File: config.mk
export PLATFORM = sky130hd
export DESIGN_NAME = gwm_scale
export DESIGN_NICKNAME = d
export VERILOG_FILES = /design/src/rtl/gwm_pkg.sv /design/src/rtl/gwm_scale.sv
export SDC_FILE = /design/constraint.sdc
export NUM_CORES = 1
export LEC_CHECK = 0
export BUFFER_PORTS_ARGS = -buffer_cell sky130_fd_sc_hd__buf_4
export CORE_ASPECT_RATIO = 1.25
export CORE_MARGIN = 2
export CORE_UTILIZATION = 39
export DETAILED_ROUTE_END_ITERATION = 6
export PLACE_DENSITY = 0.65
export SLEW_MARGIN = 15
export SYNTH_ARGS = -nofsm -noshare
export SYNTH_HDL_FRONTEND = slang
export SYNTH_SLANG_ARGS = --single-unit
export TNS_END_PERCENT = 20
File: constraint.sdc
create_clock -name clk -period 1 [get_ports clk]
set_input_delay 0.25 -clock clk [delete_from_list [all_inputs] [get_ports clk]]
set_output_delay 0.25 -clock clk [all_outputs]
set_load 0.01 [all_outputs]
File: src/rtl/gwm_pkg.sv
// Types, constants and the exponential table of the Gaussian weight map generator.
// No dependencies; imported by every module of the block.
`default_nettype none

package gwm_pkg;

	localparam int MAP_SIZE = 256;
	localparam int EXP_TABLE_DEPTH = 256;

	localparam int EXP_IDX_W = $clog2(EXP_TABLE_DEPTH);
	localparam int DEPTH_W = $clog2(EXP_TABLE_DEPTH + 1);
	localparam int IDXP_W = 24 + DEPTH_W;
	localparam int EXP_ENTRY_W = 17;
	localparam int GWM_LATENCY = 9;

	localparam logic [24:0] LOG2E_Q24 = 25'h1715476;
	localparam logic [63:0] LN2_Q30 = 64'h2C5C85FE;
	localparam logic [23:0] WEIGHT_MAX = 24'hFFFFFF;

	typedef enum logic [2:0] {
		REG_CENTER_X = 3'd0,
		REG_CENTER_Y = 3'd1,
		REG_COEF_XX  = 3'd2,
		REG_COEF_XY  = 3'd3,
		REG_COEF_YY  = 3'd4,
		REG_OUT_GAIN = 3'd5
	} cfg_reg_t;

	typedef struct packed {
		logic [7:0] pixel_row;
		logic [7:0] pixel_col;
	} in_item_t;

	typedef struct packed {
		logic [23:0] weight;
		logic        saturated;
	} out_item_t;

	typedef struct packed {
		logic [15:0]        center_x;
		logic [15:0]        center_y;
		logic signed [24:0] coef_xx;
		logic signed [24:0] coef_xy;
		logic signed [24:0] coef_yy;
		logic [23:0]        out_gain;
	} gwm_cfg_t;

	// Travels with the data down the pipeline; the gain stage keeps only its valid bit.
	typedef struct packed {
		logic valid;
		logic oob;
	} gwm_tag_t;

	typedef logic [EXP_ENTRY_W-1:0] exp_table_t [EXP_TABLE_DEPTH];

	// Entry i holds 2^-(i/EXP_TABLE_DEPTH) in Q.16, from a 15-term series in Q.30.
	function automatic exp_table_t build_exp_table();
		exp_table_t  tbl;
		logic [63:0] y;
		logic [63:0] term;
		logic [63:0] pos;
		logic [63:0] neg;
		for (int i = 0; i < EXP_TABLE_DEPTH; i++) begin
			y = (64'(i) * LN2_Q30) / 64'(EXP_TABLE_DEPTH);
			term = 64'd1 << 30;
			pos = term;
			neg = '0;
			for (int k = 1; k <= 14; k++) begin
				term = ((term * y) >> 30) / 64'(k);
				if (k[0]) begin
					neg = neg + term;
				end else begin
					pos = pos + term;
				end
			end
			tbl[i] = EXP_ENTRY_W'(((pos - neg) + (64'd1 << 13)) >> 14);
		end
		return tbl;
	endfunction

	localparam exp_table_t EXP_TABLE = build_exp_table();

endpackage

`default_nettype wire

File: src/rtl/gwm_scale.sv
// Stage nine: gain, rounding, saturation and the result register.
// Depends on gwm_pkg.
`default_nettype none

module gwm_scale
	import gwm_pkg::*;
(
	input  wire logic                   clk,
	input  wire logic                   arst_n,
	input  wire gwm_tag_t               tag_s8,
	input  wire logic [EXP_ENTRY_W-1:0] e_s8,
	input  wire logic [23:0]            out_gain,
	output logic                        valid_s9,
	output out_item_t                   result_s9
);

	logic [40:0] prod;
	logic [24:0] w;

	assign prod = 41'(e_s8) * 41'(out_gain) + 41'd32768;
	assign w = prod[40:16];

	always_ff @(posedge clk or negedge arst_n) begin
		if (!arst_n) begin
			valid_s9 <= 1'b0;
		end else begin
			valid_s9 <= tag_s8.valid;
		end
	end

	always_ff @(posedge clk) begin
		if (tag_s8.oob) begin
			result_s9 <= '{weight: '0, saturated: 1'b0};
		end else if (w[24]) begin
			result_s9 <= '{weight: WEIGHT_MAX, saturated: 1'b1};
		end else begin
			result_s9 <= '{weight: w[23:0], saturated: 1'b0};
		end
	end

endmodule

`default_nettype wire

* After elaboration in Yosys (flattened, before gate mapping)
Cells that the tools add are included.
** Storage, ports and cells
- Bits of input ports :: 45
- Flip-flop bits (word level) :: 26
- Word-level logic and storage cells :: 6
- Output and inout port bits :: 26
** Operators by class
- Add/sub/neg operators :: 1
- Multipliers :: 1
- Multiplexer cells :: 1
** Operators with widths (number)
- $add A41 B16 Y41 const B :: 1
- $mul A17 B24 Y41 :: 1
- $mux W25 :: 1

* Longest topological paths before layout
- Word-level depth :: 3
- Mapped depth :: 25
- Mapped depth without buffers :: 22

* Worst setup path before layout
Ideal clock, no wire load.
- Path type :: input to register
- Start :: in out_gain[21]
- End :: reg result_s9[16] (netlist bit)
- Data arrival time :: 5.909 ns
- Cell stages on the path :: 24
- Path buffers :: 4
- Setup slack :: -5.052 ns
- Required time :: 0.857 ns
- Library setup time :: 0.143 ns
- Cells stage by stage :: clkbuf_1 clkbuf_1 nand2_1 fa_1 inv_1 fa_1 inv_1 fa_1 inv_1 fa_1 fa_1 inv_1 fa_1 inv_1 ha_1 buf_2 a21oi_1 o21ai_2 nor4b_4 o221ai_2 a31oi_4 xnor2_2 buf_6 a21oi_2
** On the way
- Longest elaborated chain between the ends :: 3
** Ends and longest elaborated chain
- from (decl) :: line gwm_scale.sv:12 : input wire logic [23:0] out_gain,
- $mul A17 B24 Y41 :: line gwm_scale.sv:20 : assign prod = 41'(e_s8) * 41'(out_gain) + 41'd32768;
- $add A41 B16 Y41 :: line gwm_scale.sv:20
- $mux W25 :: line gwm_scale.sv:34 : end else if (w[24]) begin
- to (signal assigned) :: line gwm_scale.sv:33 : result_s9 <= '{weight: '0, saturated: 1'b0};
- to (signal assigned) :: line gwm_scale.sv:35 : result_s9 <= '{weight: WEIGHT_MAX, saturated: 1'b1};
- to (signal assigned) :: line gwm_scale.sv:37 : result_s9 <= '{weight: w[23:0], saturated: 1'b0};
- to (decl) :: line gwm_scale.sv:14 : output out_item_t result_s9
Every way passes these cells.
A chain may end at the register's enable or synchronous reset.

* Worst setup path after layout
- Start :: in out_gain[7]
- End :: reg result_s9[12] (netlist bit)
The elaborated chain is that of the path after synthesis.

==> impl_metrics.json <==
{
  "status": "complete, but fails checks",
  "violations": "setup timing",
  "relSlewSlack_pct": 72.39,
  "ys.warnings.count": 0,
  "yosys_register_bits": 26,
  "grtUsageTotal_pct": 20.58,
  "synth_common_cells": "inv_1 (404), fa_1 (329), nand2_1 (243)",
  "cts-htree-levels": 1,
  "grt_pass1_wl_um": 62380,
  "crit_arrival_ps": 5790,
  "setup_ws_ps": -4660,
  "rsz0062_at_grt": "true",
  "fin_setup_tns_ps": -115790,
  "syn_area_per_cell_um2": 8.830,
  "ys_seq_area_share_pct": 3.748,
  "hold_viol": 0,
  "drive_above_1_share_pct": 21.35,
  "dieArea_mm2": 0.03750,
  "grt_overflow": 0,
  "syn_inst": 1588,
  "setup_viol": 25,
  "nNetsFinal": 2304,
  "rows": 77,
  "synth_top_area_share_pct": 46.97,
  "antenna_found_initial": 0,
  "synth_edf_count": 0,
  "maxCapViolCount": 0,
  "grt_max_degree": 26,
  "numCtsBuffers": 3,
  "min_period_over_period_pct": 566.0,
  "worstSetupStartpointType": "input pin",
  "min_path_type": "in2reg",
  "synth_cell_types": 61,
  "design.core.area_mm2": 0.03545,
  "die_y_um": 216,
  "dieWidth_um": 173.6,
  "wl_per_cell_um": 15.73,
  "cp_max_fo": 10,
  "clock.fmax_mhz": 176.7,
  "wirelength_um": 35750,
  "end_kind": "flip-flop",
  "synth_top_area_cell": "fa_1",
  "grt_pass1_vias": 12938,
  "cts_tree": "yes",
  "syn_nets": 2092,
  "worst-setup-path-type": "in2reg",
  "async_flop_share_pct": 3.846,
  "drv_slew": 0,
  "syn_area_mm2": 0.01402,
  "syn_to_final_growth_pct": 23.67,
  "port_buffers": 70,
  "ant_nets": 0,
  "vias": 11172,
  "place_congestion": 0.9074,
  "synth.area.top_cells": "fa_1 (47%), ha_1 (12%), inv_1 (11%)",
  "cts_sinks": 26,
  "clock_path_buffers": 2,
  "initial_core_util_pct": 39.55,
  "viasPerCell": 4.915,
  "drt_pass1_iterations": 5,
  "drtIter0Drc": 457,
  "clk_pin_slew_ps": 70,
  "route.detailed.drc": 0,
  "pin_count": 71,
  "cts-root-buf": "clkbuf_16",
  "ys.flop_type": "dfxtp_1",
  "min_period_ps": 5660,
  "dp_hpwl_um": 31060,
  "worst_pin_slew_ps": 411.3,
  "worstPathRequired_ps": 1130,
  "yosysMostFrequentCell": "inv_1",
  "antenna_cells": 0
}
[worst paths after layout]
kind                            endpoint  depth (start not counted)         from
worst max-delay path       result_s9[12]                         23  out_gain[7]
worst min-delay path            valid_s9                          1    tag_s8[1]
max in group asynchronous       valid_s9                          2       arst_n
min in group asynchronous       valid_s9                          2       arst_n
[timing repair]
action / 4_1_cts / 5_1_grt
hold buffers: 1 / 0
gates cloned: 3 / 0
setup endpoints to repair: 28 / 28
buffers inserted: 15 / 0
endpoints found under the hold margin: 1 / 0
pin swaps: 37 / 19
resized for setup: 118 / 17
[critical path, cell delays in order]
cell	delay [ps]
buf_8	120
buf_4	120
nand2_1	60
fa_1	500
inv_1	50
fa_1	520
fa_2	630
fa_2	460
fa_1	490
inv_1	50
fa_1	520
inv_2	50
ha_4	300
nand2_2	80
o221ai_2	200
a21oi_2	110
nand4b_1	270
o221ai_4	260
a31oi_4	150
xnor2_4	280
buf_6	150
buf_12	100
a21oi_1	60
[cells by family (layout without fill, tap and decap cells)]
| group | count (synthesis) | in the layout | share of synthesized area (%) |
|---|---|---|---|
| and+or+nand+nor | 494 | 494 | 17.59 |
| buffers and inverters | 473 | 684 | 12.83 |
| adders and majority gates | 459 | 459 | 58.57 |
| AOI/OAI and AO/OA | 109 | 109 | 5.523 |
| xor gates and xnor gates | 27 | 27 | 1.740 |
| DFF | 26 | 26 | 3.748 |
[cells in the final DEF, fill, tap and decap left out, types with 18 or more instances in the layout]
| cell type | count |
|---|---|
| and2_1 | 176 |
| dfxtp_1 | 22 |
| fa_1 | 318 |
| nand2_1 | 233 |
| buf_4 | 221 |
| buf_6 | 26 |
| a21oi_1 | 25 |
| ha_1 | 114 |
| inv_1 | 400 |
| a21oi_2 | 25 |
| nor2_1 | 18 |
[routing by layer]
| layer | track usage [%] | part of all wire [%] | vias up |
|---|---|---|---|
| met3 | 1.128 | 2.5 | 89 |
| met4 | 6.947 | 3.9 | 0 |
| met1 | 21.73 | 35 | 5794 |
| met5 | 0 | 0 | - |
| met2 | 42.57 | 58 | 221 |
| li1 | - | - | 5068 |
[layout make-up]
cell class | instances | area, um2
Multi-Input combinational cell | 1089 | 12100
Sequential cell | 26 | 529.3
Clock inverter | 1 | 30.03
Inverter | 404 | 1516
Timing Repair Buffer | 276 | 2497
Clock buffer | 3 | 75.07
Fill cell | 3428 | 18110
Tap cell | 474 | 593.1
[registers in the layout (all words and copies together), names as in the netlist]
register	flops
result_s9	25
valid_s9	1
[metrics by stage]
stage | area (um2) | hold slack (ps) | std cells | util [%] | setup slack, ps
5_1_grt | 17340 | 88.35 | 2273 | 48.91 | -4881
3_3_place_gp | 16520 | 24.79 | 2251 | 46.58 | -4964
6_report | 17340 | 96.81 | 2273 | 48.91 | -4660
2_1_floorplan | 14420 | -45.59 | 1588 | - | -4550
4_1_cts | 17320 | 92.40 | 2274 | 48.84 | -4623
3_5_place_dp | 16520 | 26.59 | 2251 | 46.58 | -5048
Power is left out: the tool's default activity adds up to more than one toggle a clock period on the data nets, which glitch-free logic cannot reach.
